--- src/rtl/split_band_scroll_address_macros.svh ---
// Assertion macros shared by the split-band scroll address block.
`ifndef SPLIT_BAND_SCROLL_ADDRESS_MACROS_SVH
`define SPLIT_BAND_SCROLL_ADDRESS_MACROS_SVH

`ifndef SYNTHESIS

// Checked on every rising edge of clk outside reset.
`define SBA_ASSERT(lbl, prop, msg) \
  lbl: assert property (@(posedge clk) disable iff (rst) prop) else $error(msg);

// Checked on every rising edge of clk, reset included.
`define SBA_ASSERT_ALWAYS(lbl, prop, msg) \
  lbl: assert property (@(posedge clk) prop) else $error(msg);

`else

`define SBA_ASSERT(lbl, prop, msg)

`define SBA_ASSERT_ALWAYS(lbl, prop, msg)

`endif

`endif

--- src/rtl/sba_pkg.sv ---
package sba_pkg;

  localparam int MAX_WIDTH_DEFAULT  = 4096;
  localparam int MAX_HEIGHT_DEFAULT = 4096;

  localparam int CFG_W       = 13;
  localparam int CFG_INDEX_W = 3;
  localparam int COORD_W     = 12;
  localparam int DIV_W       = CFG_W + 1;

  localparam logic OP_ADVANCE = 1'b0;
  localparam logic OP_PIXEL   = 1'b1;

  localparam logic [CFG_W-1:0] DIVIDER_RESET      = 13'd4;
  localparam logic [CFG_W-1:0] TOP_Y_SPEED_RESET  = 13'd0;
  localparam logic [CFG_W-1:0] BOT_Y_SPEED_RESET  = 13'd0;
  localparam logic [CFG_W-1:0] TOP_X_SPEED_RESET  = 13'd1;
  localparam logic [CFG_W-1:0] BOT_X_SPEED_RESET  = 13'd2;
  localparam logic [CFG_W-1:0] FRAME_WIDTH_RESET  = 13'd640;
  localparam logic [CFG_W-1:0] FRAME_HEIGHT_RESET = 13'd480;

  typedef enum logic [CFG_INDEX_W-1:0] {
    REG_DIVIDER,
    REG_TOP_Y_SPEED,
    REG_BOT_Y_SPEED,
    REG_TOP_X_SPEED,
    REG_BOT_X_SPEED,
    REG_FRAME_WIDTH,
    REG_FRAME_HEIGHT
  } cfg_reg_t;

  typedef struct packed {
    logic               op;
    logic [COORD_W-1:0] pixel_x;
    logic [COORD_W-1:0] pixel_y;
  } req_t;

  typedef struct packed {
    logic [COORD_W-1:0] src_x;
    logic [COORD_W-1:0] src_y;
    logic               in_top_band;
    logic               outside_frame;
  } rsp_t;

  // Division steps run by the shared divider, in sequence order.
  typedef enum logic [3:0] {
    STEP_TOP_ROWS,
    STEP_TRO,
    STEP_TYS,
    STEP_TCO,
    STEP_TXS,
    STEP_BRO,
    STEP_BYS,
    STEP_BCO,
    STEP_BXS,
    STEP_RTR,
    STEP_RTC,
    STEP_RBR,
    STEP_RBC
  } step_t;

  typedef enum logic [2:0] {
    S_IDLE,
    S_DECODE,
    S_START,
    S_WAIT,
    S_EMIT
  } state_t;

  typedef struct packed {
    logic  capture;
    logic  div_start;
    logic  write;
    logic  mark_dirty;
    logic  clear_dirty;
    logic  out_load;
    step_t step;
  } cmd_t;

  typedef struct packed {
    logic div_done;
    logic div_busy;
    logic op_pixel;
    logic dirty;
    logic out_free;
  } status_t;

endpackage

--- src/rtl/sba_div.sv ---
module sba_div (
  input  logic                      clk,
  input  logic                      rst,
  input  logic                      start,
  input  logic [sba_pkg::DIV_W-1:0] dividend,
  input  logic [sba_pkg::DIV_W-1:0] divisor,
  output logic                      busy,
  output logic                      done,
  output logic [sba_pkg::DIV_W-1:0] quotient,
  output logic [sba_pkg::DIV_W-1:0] remainder
);
  import sba_pkg::*;

  localparam int CNT_W = $clog2(DIV_W + 1);

  logic [DIV_W:0]   rem;
  logic [DIV_W-1:0] quo;
  logic [DIV_W-1:0] dsr;
  logic [CNT_W-1:0] cnt;
  logic             zero_div;
  logic [DIV_W:0]   shifted;
  logic [DIV_W:0]   diff;

  assign shifted = {rem[DIV_W-1:0], quo[DIV_W-1]};
  assign diff    = shifted - {1'b0, dsr};

  always_ff @(posedge clk) begin
    if (rst) begin
      busy <= 1'b0;
      done <= 1'b0;
    end else begin
      done <= 1'b0;
      if (start) begin
        busy <= 1'b1;
      end else if (busy && cnt == CNT_W'(1)) begin
        busy <= 1'b0;
        done <= 1'b1;
      end
    end
  end

  always_ff @(posedge clk) begin
    if (start) begin
      rem      <= '0;
      quo      <= dividend;
      dsr      <= divisor;
      zero_div <= (divisor == '0);
      cnt      <= CNT_W'(DIV_W);
    end else if (busy) begin
      cnt <= cnt - CNT_W'(1);
      if (!diff[DIV_W]) begin
        rem <= diff;
        quo <= {quo[DIV_W-2:0], 1'b1};
      end else begin
        rem <= shifted;
        quo <= {quo[DIV_W-2:0], 1'b0};
      end
    end
  end

  // A zero divisor yields zero, as an empty span does.
  assign quotient  = zero_div ? '0 : quo;
  assign remainder = zero_div ? '0 : rem[DIV_W-1:0];

endmodule

--- src/rtl/sba_datapath.sv ---
module sba_datapath #(
  parameter int MAX_WIDTH  = sba_pkg::MAX_WIDTH_DEFAULT,
  parameter int MAX_HEIGHT = sba_pkg::MAX_HEIGHT_DEFAULT
) (
  input  logic                            clk,
  input  logic                            rst,
  input  logic                            cfg_we,
  input  logic [sba_pkg::CFG_INDEX_W-1:0] cfg_index,
  input  logic [sba_pkg::CFG_W-1:0]       cfg_data,
  input  sba_pkg::req_t                   req,
  output logic                            rsp_valid,
  input  logic                            rsp_ready,
  output sba_pkg::rsp_t                   rsp,
  input  sba_pkg::cmd_t                   cmd,
  output sba_pkg::status_t                status
);
  import sba_pkg::*;

  localparam int COL_W  = $clog2(MAX_WIDTH);
  localparam int ROW_W  = $clog2(MAX_HEIGHT);
  localparam int ROWS_W = $clog2(MAX_HEIGHT + 1);

  logic [CFG_W-1:0] divider_setting;
  logic [CFG_W-1:0] top_y_speed;
  logic [CFG_W-1:0] bot_y_speed;
  logic [CFG_W-1:0] top_x_speed;
  logic [CFG_W-1:0] bot_x_speed;
  logic [CFG_W-1:0] frame_width;
  logic [CFG_W-1:0] frame_height;

  logic [ROWS_W-1:0] top_rows;
  logic [ROW_W-1:0]  top_row_offset;
  logic [COL_W-1:0]  top_col_offset;
  logic [ROW_W-1:0]  bottom_row_offset;
  logic [COL_W-1:0]  bottom_col_offset;

  // Offsets reduced modulo the spans of the current geometry.
  logic [ROW_W-1:0] red_top_row;
  logic [COL_W-1:0] red_top_col;
  logic [ROW_W-1:0] red_bot_row;
  logic [COL_W-1:0] red_bot_col;
  logic             dirty;

  logic [DIV_W-1:0] tmp;
  req_t             item;

  logic [DIV_W-1:0] w;
  logic [DIV_W-1:0] h;
  logic [DIV_W-1:0] tr;
  logic [DIV_W-1:0] bspan;
  logic [DIV_W-1:0] div_clamped;
  logic [DIV_W-1:0] div_a;
  logic [DIV_W-1:0] div_d;
  logic             div_busy;
  logic             div_done;
  logic [DIV_W-1:0] div_q;
  logic [DIV_W-1:0] div_r;
  rsp_t             rsp_d;

  function automatic logic [DIV_W-1:0] add_mod(input logic [DIV_W-1:0] a,
                                               input logic [DIV_W-1:0] b,
                                               input logic [DIV_W-1:0] span);
    logic [DIV_W:0] sum;
    sum = {1'b0, a} + {1'b0, b};
    if (sum >= {1'b0, span}) begin
      sum = sum - {1'b0, span};
    end
    return sum[DIV_W-1:0];
  endfunction

  assign w  = (DIV_W'(frame_width) > DIV_W'(MAX_WIDTH)) ? DIV_W'(MAX_WIDTH)
                                                        : DIV_W'(frame_width);
  assign h  = (DIV_W'(frame_height) > DIV_W'(MAX_HEIGHT)) ? DIV_W'(MAX_HEIGHT)
                                                          : DIV_W'(frame_height);
  assign tr = DIV_W'(top_rows);
  assign bspan = (h > tr) ? h - tr : '0;

  always_comb begin
    div_clamped = (divider_setting == '0) ? DIV_W'(1) : DIV_W'(divider_setting);
    if (h != '0 && div_clamped > h) begin
      div_clamped = h;
    end
  end

  always_comb begin
    div_a = '0;
    div_d = w;
    case (cmd.step)
      STEP_TOP_ROWS: begin
        div_a = h;
        div_d = div_clamped;
      end
      STEP_TRO, STEP_RTR: begin
        div_a = DIV_W'(top_row_offset);
        div_d = tr;
      end
      STEP_TYS: begin
        div_a = DIV_W'(top_y_speed);
        div_d = tr;
      end
      STEP_TCO, STEP_RTC: begin
        div_a = DIV_W'(top_col_offset);
      end
      STEP_TXS: begin
        div_a = DIV_W'(top_x_speed);
      end
      STEP_BRO, STEP_RBR: begin
        div_a = DIV_W'(bottom_row_offset);
        div_d = bspan;
      end
      STEP_BYS: begin
        div_a = DIV_W'(bot_y_speed);
        div_d = bspan;
      end
      STEP_BCO, STEP_RBC: begin
        div_a = DIV_W'(bottom_col_offset);
      end
      STEP_BXS: begin
        div_a = DIV_W'(bot_x_speed);
      end
      default: begin
        div_a = '0;
      end
    endcase
  end

  sba_div u_div (
    .clk       (clk),
    .rst       (rst),
    .start     (cmd.div_start),
    .dividend  (div_a),
    .divisor   (div_d),
    .busy      (div_busy),
    .done      (div_done),
    .quotient  (div_q),
    .remainder (div_r)
  );

  always_ff @(posedge clk) begin
    if (rst) begin
      divider_setting <= DIVIDER_RESET;
      top_y_speed     <= TOP_Y_SPEED_RESET;
      bot_y_speed     <= BOT_Y_SPEED_RESET;
      top_x_speed     <= TOP_X_SPEED_RESET;
      bot_x_speed     <= BOT_X_SPEED_RESET;
      frame_width     <= FRAME_WIDTH_RESET;
      frame_height    <= FRAME_HEIGHT_RESET;
    end else if (cfg_we) begin
      case (cfg_index)
        REG_DIVIDER:      divider_setting <= cfg_data;
        REG_TOP_Y_SPEED:  top_y_speed     <= cfg_data;
        REG_BOT_Y_SPEED:  bot_y_speed     <= cfg_data;
        REG_TOP_X_SPEED:  top_x_speed     <= cfg_data;
        REG_BOT_X_SPEED:  bot_x_speed     <= cfg_data;
        REG_FRAME_WIDTH:  frame_width     <= cfg_data;
        REG_FRAME_HEIGHT: frame_height    <= cfg_data;
        default: begin
        end
      endcase
    end
  end

  always_ff @(posedge clk) begin
    if (rst) begin
      dirty <= 1'b1;
    end else if (cfg_we || cmd.mark_dirty) begin
      dirty <= 1'b1;
    end else if (cmd.clear_dirty) begin
      dirty <= 1'b0;
    end
  end

  always_ff @(posedge clk) begin
    if (rst) begin
      top_rows          <= '0;
      top_row_offset    <= '0;
      top_col_offset    <= '0;
      bottom_row_offset <= '0;
      bottom_col_offset <= '0;
      red_top_row       <= '0;
      red_top_col       <= '0;
      red_bot_row       <= '0;
      red_bot_col       <= '0;
    end else if (cmd.write) begin
      case (cmd.step)
        STEP_TOP_ROWS: top_rows <= ROWS_W'(div_q);
        STEP_TYS: top_row_offset <= ROW_W'(add_mod(tmp, div_r, tr));
        STEP_TXS: top_col_offset <= COL_W'(add_mod(tmp, div_r, w));
        STEP_BYS: begin
          if (bspan != '0) begin
            bottom_row_offset <= ROW_W'(add_mod(tmp, div_r, bspan));
          end
        end
        STEP_BXS: begin
          if (bspan != '0) begin
            bottom_col_offset <= COL_W'(add_mod(tmp, div_r, w));
          end
        end
        STEP_RTR: red_top_row <= ROW_W'(div_r);
        STEP_RTC: red_top_col <= COL_W'(div_r);
        STEP_RBR: red_bot_row <= ROW_W'(div_r);
        STEP_RBC: red_bot_col <= COL_W'(div_r);
        default: begin
        end
      endcase
    end
  end

  always_ff @(posedge clk) begin
    if (cmd.write) begin
      tmp <= div_r;
    end
    if (cmd.capture) begin
      item <= req;
    end
  end

  always_comb begin
    logic [DIV_W-1:0] x;
    logic [DIV_W-1:0] y;
    logic [DIV_W-1:0] sx;
    logic [DIV_W-1:0] sy;
    logic [DIV_W-1:0] col_off;
    logic             top;
    x       = DIV_W'(item.pixel_x);
    y       = DIV_W'(item.pixel_y);
    top     = (y < tr);
    col_off = top ? DIV_W'(red_top_col) : DIV_W'(red_bot_col);
    sx      = add_mod(x, col_off, w);
    if (top) begin
      sy = add_mod(y, DIV_W'(red_top_row), tr);
    end else begin
      sy = tr + add_mod(y - tr, DIV_W'(red_bot_row), bspan);
    end
    rsp_d = '0;
    if (x >= w || y >= h) begin
      rsp_d.src_x         = item.pixel_x;
      rsp_d.src_y         = item.pixel_y;
      rsp_d.outside_frame = 1'b1;
    end else if (top_rows == '0) begin
      rsp_d.src_x = item.pixel_x;
      rsp_d.src_y = item.pixel_y;
    end else begin
      rsp_d.src_x       = sx[COORD_W-1:0];
      rsp_d.src_y       = sy[COORD_W-1:0];
      rsp_d.in_top_band = top;
    end
  end

  always_ff @(posedge clk) begin
    if (rst) begin
      rsp_valid <= 1'b0;
    end else if (cmd.out_load) begin
      rsp_valid <= 1'b1;
    end else if (rsp_ready) begin
      rsp_valid <= 1'b0;
    end
  end

  always_ff @(posedge clk) begin
    if (cmd.out_load) begin
      rsp <= rsp_d;
    end
  end

  assign status.div_done = div_done;
  assign status.div_busy = div_busy;
  assign status.op_pixel = (item.op == OP_PIXEL);
  assign status.dirty    = dirty;
  assign status.out_free = !rsp_valid || rsp_ready;

endmodule

--- src/rtl/sba_ctrl.sv ---
`include "split_band_scroll_address_macros.svh"

module sba_ctrl (
  input  logic             clk,
  input  logic             rst,
  input  logic             req_valid,
  output logic             req_ready,
  input  sba_pkg::status_t status,
  output sba_pkg::cmd_t    cmd
);
  import sba_pkg::*;

  state_t state;
  state_t state_next;
  step_t  step;
  step_t  step_next;

  always_ff @(posedge clk) begin
    if (rst) begin
      state <= S_IDLE;
      step  <= STEP_TOP_ROWS;
    end else begin
      state <= state_next;
      step  <= step_next;
    end
  end

  always_comb begin
    state_next = state;
    step_next  = step;
    case (state)
      S_IDLE: begin
        if (req_valid) begin
          state_next = S_DECODE;
        end
      end
      S_DECODE: begin
        if (!status.op_pixel) begin
          step_next  = STEP_TOP_ROWS;
          state_next = S_START;
        end else if (status.dirty) begin
          step_next  = STEP_RTR;
          state_next = S_START;
        end else begin
          state_next = S_EMIT;
        end
      end
      S_START: begin
        state_next = S_WAIT;
      end
      S_WAIT: begin
        if (status.div_done) begin
          if (step == STEP_BXS) begin
            state_next = S_IDLE;
          end else if (step == STEP_RBC) begin
            state_next = S_EMIT;
          end else begin
            step_next  = step_t'(step + 4'd1);
            state_next = S_START;
          end
        end
      end
      S_EMIT: begin
        if (status.out_free) begin
          state_next = S_IDLE;
        end
      end
      default: begin
        state_next = S_IDLE;
      end
    endcase
  end

  always_comb begin
    req_ready       = (state == S_IDLE);
    cmd.capture     = req_ready && req_valid;
    cmd.div_start   = (state == S_START);
    cmd.write       = (state == S_WAIT) && status.div_done;
    cmd.mark_dirty  = cmd.write && (step == STEP_BXS);
    cmd.clear_dirty = cmd.write && (step == STEP_RBC);
    cmd.out_load    = (state == S_EMIT) && status.out_free;
    cmd.step        = step;
  end

  `SBA_ASSERT(a_done_in_wait, status.div_done |-> state == S_WAIT, "divider finished outside wait")
  `SBA_ASSERT(a_start_idle_div, state == S_START |-> !status.div_busy, "divider started while busy")
  `SBA_ASSERT(a_emit_pixel, state == S_EMIT |-> status.op_pixel, "result for an advance item")
  `SBA_ASSERT_ALWAYS(a_reset_idle, $fell(rst) |-> state == S_IDLE, "not idle after reset")

endmodule

--- src/rtl/split_band_scroll_address.sv ---
// Channel   Signals                         Moves
// req       req_valid, req_ready, req       one item: frame advance or pixel request
// rsp       rsp_valid, rsp_ready, rsp       one item: source coordinates and flags
// cfg       cfg_we, cfg_index, cfg_data     register write, no handshake
//
// A pixel item passes through decode and emit when the geometry is unchanged since
// the last reduction; after a register write or an advance it first runs four divisions.
// A frame advance runs nine divisions in turn on the shared restoring divider.
// Reset is synchronous and needs no
// clearing pass. The output register lets a new item enter while a result waits.
module split_band_scroll_address #(
  parameter int MAX_WIDTH  = sba_pkg::MAX_WIDTH_DEFAULT,
  parameter int MAX_HEIGHT = sba_pkg::MAX_HEIGHT_DEFAULT
) (
  input  logic                            clk,
  input  logic                            rst,
  input  logic                            req_valid,
  output logic                            req_ready,
  input  sba_pkg::req_t                   req,
  output logic                            rsp_valid,
  input  logic                            rsp_ready,
  output sba_pkg::rsp_t                   rsp,
  input  logic                            cfg_we,
  input  logic [sba_pkg::CFG_INDEX_W-1:0] cfg_index,
  input  logic [sba_pkg::CFG_W-1:0]       cfg_data
);
  import sba_pkg::*;

  cmd_t    cmd;
  status_t status;

  sba_ctrl u_ctrl (
    .clk       (clk),
    .rst       (rst),
    .req_valid (req_valid),
    .req_ready (req_ready),
    .status    (status),
    .cmd       (cmd)
  );

  sba_datapath #(
    .MAX_WIDTH  (MAX_WIDTH),
    .MAX_HEIGHT (MAX_HEIGHT)
  ) u_datapath (
    .clk       (clk),
    .rst       (rst),
    .cfg_we    (cfg_we),
    .cfg_index (cfg_index),
    .cfg_data  (cfg_data),
    .req       (req),
    .rsp_valid (rsp_valid),
    .rsp_ready (rsp_ready),
    .rsp       (rsp),
    .cmd       (cmd),
    .status    (status)
  );

endmodule
--- config.mk ---
export PLATFORM = sky130hd
export DESIGN_NAME = split_band_scroll_address
export DESIGN_NICKNAME = d
export VERILOG_FILES = /design/src/rtl/sba_pkg.sv /design/src/rtl/sba_div.sv /design/src/rtl/sba_datapath.sv /design/src/rtl/sba_ctrl.sv /design/src/rtl/split_band_scroll_address.sv
export VERILOG_INCLUDE_DIRS = /design/src /design/src/rtl
export SDC_FILE = /design/constraint.sdc
export NUM_CORES = 1
export LEC_CHECK = 0
export ABC_AREA = 1
export BUFFER_PORTS_ARGS = -buffer_cell sky130_fd_sc_hd__buf_2
export CORE_ASPECT_RATIO = 0.8
export CORE_UTILIZATION = 45
export DETAILED_ROUTE_END_ITERATION = 8
export HOLD_SLACK_MARGIN = 0.02
export MAX_ROUTING_LAYER = met4
export PLACE_DENSITY = 0.63
export RECOVER_POWER = 50
export SYNTH_ARGS = -nofsm -noshare
export SYNTH_HDL_FRONTEND = slang
export SYNTH_HIERARCHICAL = 1
export SYNTH_SLANG_ARGS = --single-unit
export TNS_END_PERCENT = 20
--- constraint.sdc ---
create_clock -name clk -period 8.3 [get_ports clk]
set_input_delay 1.245 -clock clk [delete_from_list [all_inputs] [get_ports clk]]
set_output_delay 1.245 -clock clk [all_outputs]
set_load 0.05 [all_outputs]
==> results of run 1 <==
cell type report:
type,count,area [µm²],area share [%]
inverters,498,1870,7.11
flip-flops and latches,323,7410,28.1
clock buffers,44,1000,3.81
diodes,3,7.51,0.0285
repair buffers,110,531,2.01
multi-input cells,2563,14400,54.6
well taps,693,867,3.29
clock inverters,26,284,1.08
flip-flops by register name, summed over array words and instances, names as in the netlist, 14 cells and up:
register	count
u_datapath/rsp	26
u_datapath/tmp	14
u_datapath/item	24
u_datapath/u_div/dsr	14
u_datapath/u_div/quo	14
u_datapath/u_div/rem	14
through the flow:
stage | cells | cell area (µm²) | utilization, %
after CTS | 4257 | 26500 | 50.2
final | 4260 | 26300 | 50.0
after floorplan | 3495 | 24200 | -
after global routing | 4260 | 26300 | 50.0
after global placement | 4187 | 25200 | 47.8
after detailed placement | 4187 | 25200 | 47.8
placed cells by master (no fill, tap or decap), types with 11 or more instances in the layout:
master / instances
nand3b_1: 11
fa_1: 14
a31oi_1: 12
a21oi_1: 293
o21bai_1: 12
dfxtp_1: 229
o21ai_1: 12
nand4_1: 49
nand2_2: 27
o211ai_1: 21
nand3_1: 166
o22ai_1: 23
buf_4: 18
buf_2: 40
xnor2_1: 40
nor3_1: 25
nor2_1: 412
nor4_1: 17
clkbuf_1: 55
xor2_1: 82
nand2_1: 712
ha_1: 221
a21o_1: 15
o21ai_0: 306
inv_1: 489
clkbuf_16: 38
edfxtp_1: 94
a221oi_1: 20
power groups by stage:
stage | Clock, W | Sequential (W) | Combinational (W)
floorplan | 0 | 0.00204 | 0.00299
global placement | 0 | 0.00203 | 0.00438
detailed placement | 0 | 0.00203 | 0.00433
CTS | 0.00177 | 0.00200 | 0.00436
global route | 0.00183 | 0.00203 | 0.00486
finish | 0.00174 | 0.00201 | 0.00446
layer usage:
metal	part of all wire, %	global-route usage, %	wire, µm	up-vias
met1	47	47.6	41100	10900
li1	-	-	-	11600
met2	40	44.5	34800	989
met5	0	-	0	-
met3	10	7.61	9150	136
met4	3.1	10.1	2720	0
worst max-delay path, delay by kind of cell (launching register included):
| family | cells | cell delay, ns |
|---|---|---|
| and+or+nand+nor | 12 | 1.17 |
| adders and majority gates | 5 | 1.69 |
| xor gates and xnor gates | 2 | 0.37 |
| DFF | 1 | 0.31 |
| buffers and inverters | 3 | 0.71 |
| AOI/OAI and AO/OA | 15 | 3.09 |
worst min path at each step:
stage | cells past startpoint | to | start | slack [ns]
floorplan | 2 | u_datapath/red_bot_col[1]$_SDFFE_PP0P_ | u_datapath/red_bot_col[1]$_SDFFE_PP0P_ | 0.42
global placement | 2 | u_datapath/red_top_col[1]$_SDFFE_PP0P_ | u_datapath/red_top_col[1]$_SDFFE_PP0P_ | 0.44
detailed placement | 2 | u_datapath/red_bot_col[5]$_SDFFE_PP0P_ | u_datapath/red_bot_col[5]$_SDFFE_PP0P_ | 0.44
CTS | 2 | u_datapath/red_bot_col[5]$_SDFFE_PP0P_ | u_datapath/red_bot_col[5]$_SDFFE_PP0P_ | 0.45
global route | 2 | u_datapath/red_bot_col[8]$_SDFFE_PP0P_ | u_datapath/red_bot_col[8]$_SDFFE_PP0P_ | 0.46
finish | 2 | u_datapath/red_top_col[1]$_SDFFE_PP0P_ | u_datapath/red_top_col[1]$_SDFFE_PP0P_ | 0.45
==> run_results.csv, run 1 <==
group,metric,value,unit
timing,max_slew_margin,-108,%
route,avgRoutedWirePerCell,20.6,µm
synth,syn_area_per_cell,6.91,µm²
pwr,p_total,0.00821,W
timing,rsz0062_at_grt,"false",
clock_tree,cts.sinks,323,
clock_tree,clock_latency,0.61,ns
pwr,switching_share,48.9,%
worst_hold_path,holdCritPathClass,"reg2reg",
clock_tree,cts_resized,0,
worst_setup_path,cp-start-kind,"register",
pwr,power-per-cell-area,312,mW/mm²
pwr,p_comb_share,54.3,%
clock_tree,path_clk_slew,0.06,ns
placed_design,gp_congestion,1.04,
route,totalWireLength,87900,µm
finish,fillCellCount,5427,
clock_tree,clockBufferDepth,3,
die,dieArea,0.0546,mm²
grt,grt_remaining_overflow,0,
clock_tree,post-cts-setup-buffers,0,
grt,grtUsageTotal,32.8,%
worst_setup_path,slowest_stage,"a21oi_1",
timing,setup_viol,0,
timing,fmax,134,MHz
timing,period_share,89.9,%
pwr,ir_drop,0.227,mV
synth,synth_cells,3495,
grt,antenna_found_initial,9,
placed_design,dp.final_hpwl,68600,µm
die,num_rows,75,
timing,hold_viol,0,
timing,period_minus_slack,7.46,ns
pwr,pwr-share-clk,21.2,%
finish,area_delta_synth_final,9.07,%
worst_setup_path,crit_fanout,21,
clock_tree,h-tree-depth,2,
pwr,p_int,0.00419,W
synth,syn_area,0.0242,mm²
clock_tree,cts_tree,"yes",
route,drc_errors,0,
worst_setup_path,cp-end-kind,"register",
timing,skew,0.0457,ns
worst_setup_path,crit_start,"u_datapath/top_rows[2]$_SDFFE_PP0P_",
placed_design,post-place-ws,1.09,ns
worst_setup_path,worstPathArrival,7.89,ns
timing,setup_slack,0.839,ns
worst_setup_path,regToRegSetupSlack,0.84,ns
finish,drive_above_1_share,5.19,%
worst_setup_path,max_stage_delay,0.43,ns
route,dr_total_vias,23700,
worst_setup_path,cp.required,8.73,ns
worst_setup_path,r2r_cells,37,
die,core,0.0527,mm²
clock_tree,cts_hold_buf,0,
route,viasPerCell,5.56,
clock_tree,cts_buffers,38,
pwr,leakagePower,12.3,nW
clock_tree,clockRootBuffer,"clkbuf_16",
pwr,p_switching,0.00402,W
timing,worst_pin_slew,3.11,ns
finish,final_nets,3815,
worst_setup_path,crit_top_cell,"a21oi_1",
timing,drv_slew,159,
die,die_h,209,µm
die,initial_core_util,45.8,%
run_status,violations,"max-capacitance violations, max-slew violations",
pwr,p_seq_share,24.4,%
die,fp.dieW,261,µm
flow_run,max-cap-violations,5,
route,dr.first_iter.drc_count,2738,
worst_setup_path,r2r_end,"u_datapath/rsp[10]$_DFFE_PP_",
route,drtAntennaViolNets,0,
worst_setup_path,endpoint,"u_datapath/rsp[10]$_DFFE_PP_",
grt,grt_pass1_wl,130000,µm
timing,tns,0,ns
route,first_pass_iters,5,
worst_setup_path,worstSetupPathType,"reg2reg",
synth,yosys_warnings,6,
grt,grt_start_max_net_pins,115,
die,num_io_pins,74,
timing,whs,0.448,ns
grt,grt_pass1_vias,21000,
worst_setup_path,reg2reg_from,"u_datapath/top_rows[2]$_SDFFE_PP0P_",
run_status,status,"finished with violations",
synth,synth_nets,3776,
placed_design,io_buffers,73,
No activity file was read; power rests on OpenSTA's default activity.
==> inputs of run 2 (changes only) <==
Settings changed: ABC_AREA 1 to not set.
==> run 2 against run 1 <==
Against the previous run: fmax shrank 0.76%; total power shrank 24%; the run still ends with max-capacitance violations, max-slew violations left; largest cell class unchanged; die area shrank 4.7%.
==> run_results.csv, run 2 <==
group,metric,value,unit
die,fp.dieW,255,µm
timing,period_minus_slack,7.52,ns
worst_setup_path,slowest_stage,"or4_1",
worst_setup_path,worstSetupPathType,"reg2reg",
timing,worst_pin_slew,5.64,ns
finish,antenna_cells,0,
clock_tree,cts_buffers,37,
pwr,pwr-share-clk,26.5,%
flow_run,max-cap-violations,5,
pwr,power-per-cell-area,248,mW/mm²
pwr,p_comb_share,44.6,%
route,drc_errors,0,
timing,setup_slack,0.782,ns
timing,max_slew_margin,-276,%
pwr,p_seq_share,28.9,%
grt,grt_remaining_overflow,0,
timing,hold_viol,0,
timing,tns,0,ns
clock_tree,cts_tree,"yes",
clock_tree,cts_hold_buf,0,
route,wl_met2,34300,µm
route,dr.first_iter.drc_count,2604,
synth,yosys_warnings,6,
grt,grtUsageTotal,33.2,%
worst_setup_path,cp-end-kind,"register",
die,core,0.0501,mm²
placed_design,gp_congestion,1.07,
grt,grt_start_max_net_pins,110,
placed_design,io_buffers,73,
die,die_h,204,µm
grt,grt_pass1_vias,19200,
pwr,p_switching,0.00254,W
clock_tree,clockBufferDepth,3,
synth,syn_area_per_cell,8.56,µm²
grt,antenna_found_initial,2,
placed_design,dp.final_hpwl,66500,µm
route,m1WireLength,39700,µm
finish,fillCellCount,4872,
timing,rsz0062_at_grt,"false",
finish,area_delta_synth_final,9.71,%
finish,largest_reg_flops,26,
synth,synth_cells,2690,
worst_setup_path,cp-start-kind,"register",
finish,reg_top3,"u_datapath/rsp: 26 flops, u_datapath/item: 24 flops",
clock_tree,clock_latency,0.58,ns
route,dr_total_vias,21200,
finish,layout_common_cells,"nand2_1, a21oi_1, dfxtp_1",
clock_tree,h-tree-depth,2,
synth,synth_nets,2971,
worst_setup_path,crit_fanout,20,
route,top_layer,"met4",
worst_setup_path,max_stage_delay,0.50,ns
finish,final_nets,3009,
timing,skew,0.0300,ns
pwr,switching_share,40.7,%
timing,setup_viol,0,
die,dieArea,0.0521,mm²
worst_setup_path,crit_top_cell,"ha_1",
clock_tree,cts.sinks,323,
clock_tree,path_clk_slew,0.06,ns
timing,fmax,133,MHz
finish,seq_area,0.00741,mm²
die,initial_core_util,46.0,%
worst_setup_path,cp.required,8.60,ns
pwr,ir_drop,0.181,mV
route,viasPerCell,6.18,
grt,grt_pass1_wl,124000,µm
pwr,leakagePower,9.98,nW
route,totalWireLength,84900,µm
timing,period_share,90.6,%
route,drtAntennaViolNets,0,
run_status,violations,"max-capacitance violations, max-slew violations",
route,dr_wl_met3,8590,µm
finish,drive_above_1_share,8.42,%
worst_setup_path,worstPathArrival,7.82,ns
timing,drv_slew,316,
clock_tree,clockRootBuffer,"clkbuf_16",
worst_hold_path,holdCritPathClass,"reg2reg",
pwr,p_int,0.00371,W
die,num_rows,73,
finish,multi_input_area,0.0147,mm²
finish,top_register,"u_datapath/rsp",
run_status,status,"finished with violations",
finish,layout_commonest_cell,"nand2_1",
die,num_io_pins,74,
route,avgRoutedWirePerCell,24.7,µm
synth,syn_area,0.0230,mm²
route,first_pass_iters,7,
placed_design,post-place-ws,0.803,ns
[run 2: cell count changes in the layout (fill, tap and decap cells not counted), sizes merged, moves of 29 or more]
| cell | previous run | this run |
|---|---|---|
| o21ai | 318 | 102 |
| nand3 | 174 | 47 |
| a211oi | 4 | 63 |
| nand2 | 743 | 371 |
| o21a | 7 | 36 |
| xnor2 | 40 | 93 |
| mux2 | 0 | 40 |
| a21oi | 295 | 235 |
| nor2b | 0 | 71 |
| inv | 496 | 124 |
| mux2i | 0 | 109 |
| xor2 | 82 | 33 |
| nor2 | 423 | 217 |
[run 2: repair_timing]
item	in CTS	in global routing
setup endpoints to repair	0	1
gates resized for setup	0	1
setup buffers	0	0
[run 2: through the flow]
step                instances  total power, W  instance area, µm²  util, %  hold WS (ns)
floorplan                2690         0.00369               23000        -         0.436
global placement         3364         0.00453               24100     48.2         0.443
detailed placement       3364         0.00454               24100     48.2         0.449
CTS                      3431         0.00621               25300     50.6         0.458
global route             3431         0.00653               25200     50.4         0.470
finish                   3431         0.00625               25200     50.4         0.459
[run 2: layout make-up]
class	instances	share of cell area, %
multi-input cells	2120	58.1
flip-flops and latches	323	29.3
clock buffers	55	4.31
well taps	675	3.35
repair buffers	125	2.68
inverters	121	1.80
clock inverters	12	0.476
[run 2: per-layer routing]
metal / up-vias / global-route usage (%)
li1: 9840 / -
met1: 10300 / 48.1
met2: 921 / 45.7
met3: 143 / 7.46
met4: 0 / 8.85
met5: - / -
[run 2: power by group through the flow]
stage / combinational, W / clock (W) / sequential, W
3_3_place_gp: 0.00269 / 0 / 0.00184
2_1_floorplan: 0.00189 / 0 / 0.00179
3_5_place_dp: 0.00270 / 0 / 0.00184
5_1_grt: 0.00297 / 0.00174 / 0.00182
4_1_cts: 0.00272 / 0.00168 / 0.00181
6_report: 0.00279 / 0.00166 / 0.00181
[run 2: final timing paths]
| path | from | to | slack, ns | depth (start not counted) |
|---|---|---|---|---|
| worst max-delay path | u_datapath/top_rows[1]$_SDFFE_PP0P_ | u_datapath/rsp[12]$_DFFE_PP_ | 0.78 | 29 |
| worst min-delay path | u_datapath/bot_x_speed[5]$_SDFFE_PP0P_ | u_datapath/bot_x_speed[5]$_SDFFE_PP0P_ | 0.46 | 2 |
| worst max register to register | u_datapath/top_rows[1]$_SDFFE_PP0P_ | u_datapath/rsp[12]$_DFFE_PP_ | 0.78 | 29 |
| worst min register to register | u_datapath/bot_x_speed[5]$_SDFFE_PP0P_ | u_datapath/bot_x_speed[5]$_SDFFE_PP0P_ | 0.46 | 2 |
[run 2: worst max-delay path, delay by kind of cell, from the launching register on]
kind,cells,cell delay [ns]
AOI/OAI and AO/OA,15,3.23
adders and majority gates,5,1.68
and+or+nand+nor,4,0.96
DFF,1,0.45
muxes,2,0.42
buffers and inverters,2,0.37
xor gates and xnor gates,1,0.15
==> inputs of run 3 (changes only) <==
Settings changed: RECOVER_POWER 50 to 25, SETUP_SLACK_MARGIN set to 0.02.
==> run 3 against run 2 <==
Against the previous run: the flow still finishes with violations (max-capacitance violations, max-slew violations); clock-buffer cell count did not move; die area did not move; cell area rose by 0.16%.
==> run_results.csv, run 3 (same netlist as run 2, synthesis figures left out) <==
group,metric,value,unit
run_status,status,"finished with violations",
run_status,violations,"max-capacitance violations, max-slew violations",
worst_setup_path,worstSetupPathType,"reg2reg",
timing,whs,0.459,ns
timing,worst_pin_slew,5.66,ns
pwr,ir_drop,0.181,mV
worst_setup_path,cp-start-kind,"register",
timing,rsz0062_at_grt,"false",
timing,setup_viol,0,
finish,final_nets,3009,
worst_setup_path,cp_top_family,"compound AO/OA/AOI/OAI gates",
clock_tree,cts_buffers,37,
pwr,pwr-share-clk,26.5,%
worst_setup_path,cp.required,8.60,ns
worst_setup_path,cp-end-kind,"register",
finish,drive_above_1_share,9.43,%
finish,seq_area,0.00741,mm²
clock_tree,clockRootBuffer,"clkbuf_16",
die,fp.dieW,255,µm
die,core,0.0501,mm²
clock_tree,clock_latency,0.58,ns
clock_tree,cts_tree,"yes",
clock_tree,path_clk_slew,0.06,ns
pwr,power-per-cell-area,247,mW/mm²
placed_design,dp.final_hpwl,66500,µm
die,initial_core_util,46.0,%
route,first_pass_iters,7,
finish,final_cell_count_no_fill,3431,
clock_tree,cts_hold_buf,0,
clock_tree,h-tree-depth,2,
timing,skew,0.0282,ns
pwr,p_seq_share,28.9,%
grt,grt_start_max_net_pins,110,
timing,period_minus_slack,7.54,ns
pwr,p_comb_share,44.6,%
worst_hold_path,holdCritPathClass,"reg2reg",
grt,grtUsageTotal,33.2,%
finish,layout_common_cells,"nand2_1, a21oi_1, dfxtp_1",
finish,antenna_cells,0,
route,drtAntennaViolNets,0,
worst_setup_path,crit_fanout,20,
finish,area_delta_synth_final,9.88,%
pwr,leakagePower,10.1,nW
clock_tree,cts.sinks,323,
timing,tns,0,ns
placed_design,io_buffers,73,
route,dr.first_iter.drc_count,2529,
finish,largest_reg_flops,26,
die,num_rows,73,
worst_setup_path,cp.buffers_inverters,2,
clock_tree,post-cts-setup-buffers,0,
timing,period_share,90.8,%
placed_design,gp_congestion,1.07,
finish,fillCellCount,4860,
pwr,p_switching,0.00254,W
grt,grt_pass1_vias,19200,
placed_design,placedCellCount,3364,
worst_setup_path,slowest_stage,"or4_1",
finish,reg_top3,"u_datapath/rsp: 26 flops, u_datapath/item: 24 flops",
die,dieArea,0.0521,mm²
grt,grt_pass1_wl,124000,µm
worst_setup_path,max_stage_delay,0.50,ns
clock_tree,clockBufferDepth,3,
finish,layout_commonest_cell,"nand2_1",
route,totalWireLength,84700,µm
timing,max_slew_margin,-277,%
timing,fmax,133,MHz
worst_setup_path,worstPathArrival,7.84,ns
route,dr_total_vias,21200,
finish,top_register,"u_datapath/rsp",
grt,grt_remaining_overflow,0,
route,viasPerCell,6.17,
pwr,p_int,0.00371,W
finish,multi_input_area,0.0147,mm²
pwr,switching_share,40.7,%
timing,hold_viol,0,
flow_run,max-cap-violations,4,
die,die_h,204,µm
route,drc_errors,0,
timing,drv_slew,211,
worst_setup_path,crit_top_cell,"ha_1",
die,num_io_pins,74,
grt,antenna_found_initial,2,
route,avgRoutedWirePerCell,24.7,µm
[run 3: worst paths after layout]
check                                                         endpoint  slack (ns)                                    from  depth (start not counted)
worst min-delay path            u_datapath/bot_x_speed[5]$_SDFFE_PP0P_        0.46  u_datapath/bot_x_speed[5]$_SDFFE_PP0P_                          2
worst max register to register            u_datapath/rsp[12]$_DFFE_PP_        0.76     u_datapath/top_rows[1]$_SDFFE_PP0P_                         29
worst min register to register  u_datapath/bot_x_speed[5]$_SDFFE_PP0P_        0.46  u_datapath/bot_x_speed[5]$_SDFFE_PP0P_                          2
worst max-delay path                      u_datapath/rsp[12]$_DFFE_PP_        0.76     u_datapath/top_rows[1]$_SDFFE_PP0P_                         29
[run 3: metrics by stage]
step / util [%] / area [µm²] / setup slack, ns / total power [W]
floorplan: - / 23000 / 1.54 / 0.00369
global route: 50.5 / 25300 / 0.0753 / 0.00653
global placement: 48.2 / 24100 / 0.879 / 0.00453
detailed placement: 48.2 / 24100 / 0.803 / 0.00454
finish: 50.5 / 25300 / 0.760 / 0.00625
CTS: 50.6 / 25300 / 0.725 / 0.00621
[run 3: cell type report]
cell class | count | area share, %
Sequential cell | 323 | 29.3
Timing Repair Buffer | 125 | 2.84
Multi-Input combinational cell | 2120 | 58.0
Tap cell | 675 | 3.34
Inverter | 121 | 1.80
Clock inverter | 12 | 0.475
Clock buffer | 55 | 4.30
[run 3: power groups by stage]
stage / logic (W) / clock network, W / registers (W)
after floorplan: 0.00189 / 0 / 0.00179
after global placement: 0.00269 / 0 / 0.00184
after detailed placement: 0.00270 / 0 / 0.00184
after CTS: 0.00272 / 0.00168 / 0.00181
after global routing: 0.00297 / 0.00174 / 0.00182
final: 0.00279 / 0.00166 / 0.00181
[run 3: worst reg2reg max path, delay by kind of cell (launching register included)]
family | cells | cell delay, ns
AOI/OAI and AO/OA | 15 | 3.25
adders and majority gates | 5 | 1.68
and+or+nand+nor | 4 | 0.96
DFF | 1 | 0.44
muxes | 2 | 0.44
buffers and inverters | 2 | 0.36
xor gates and xnor gates | 1 | 0.15
[run 3: repair_timing]
action,CTS,global route
endpoints found under the setup margin,0,1
gates resized for setup,0,1
hold endpoints to repair,0,0
[run 3: per-layer routing]
metal  share of wire (%)  track usage (%)  routed length [µm]
met5                   0                -                   0
met4                 2.9             8.85                2440
met3                  10             7.46                8720
met2                  40             45.7               34000
met1                  47             48.1               39600
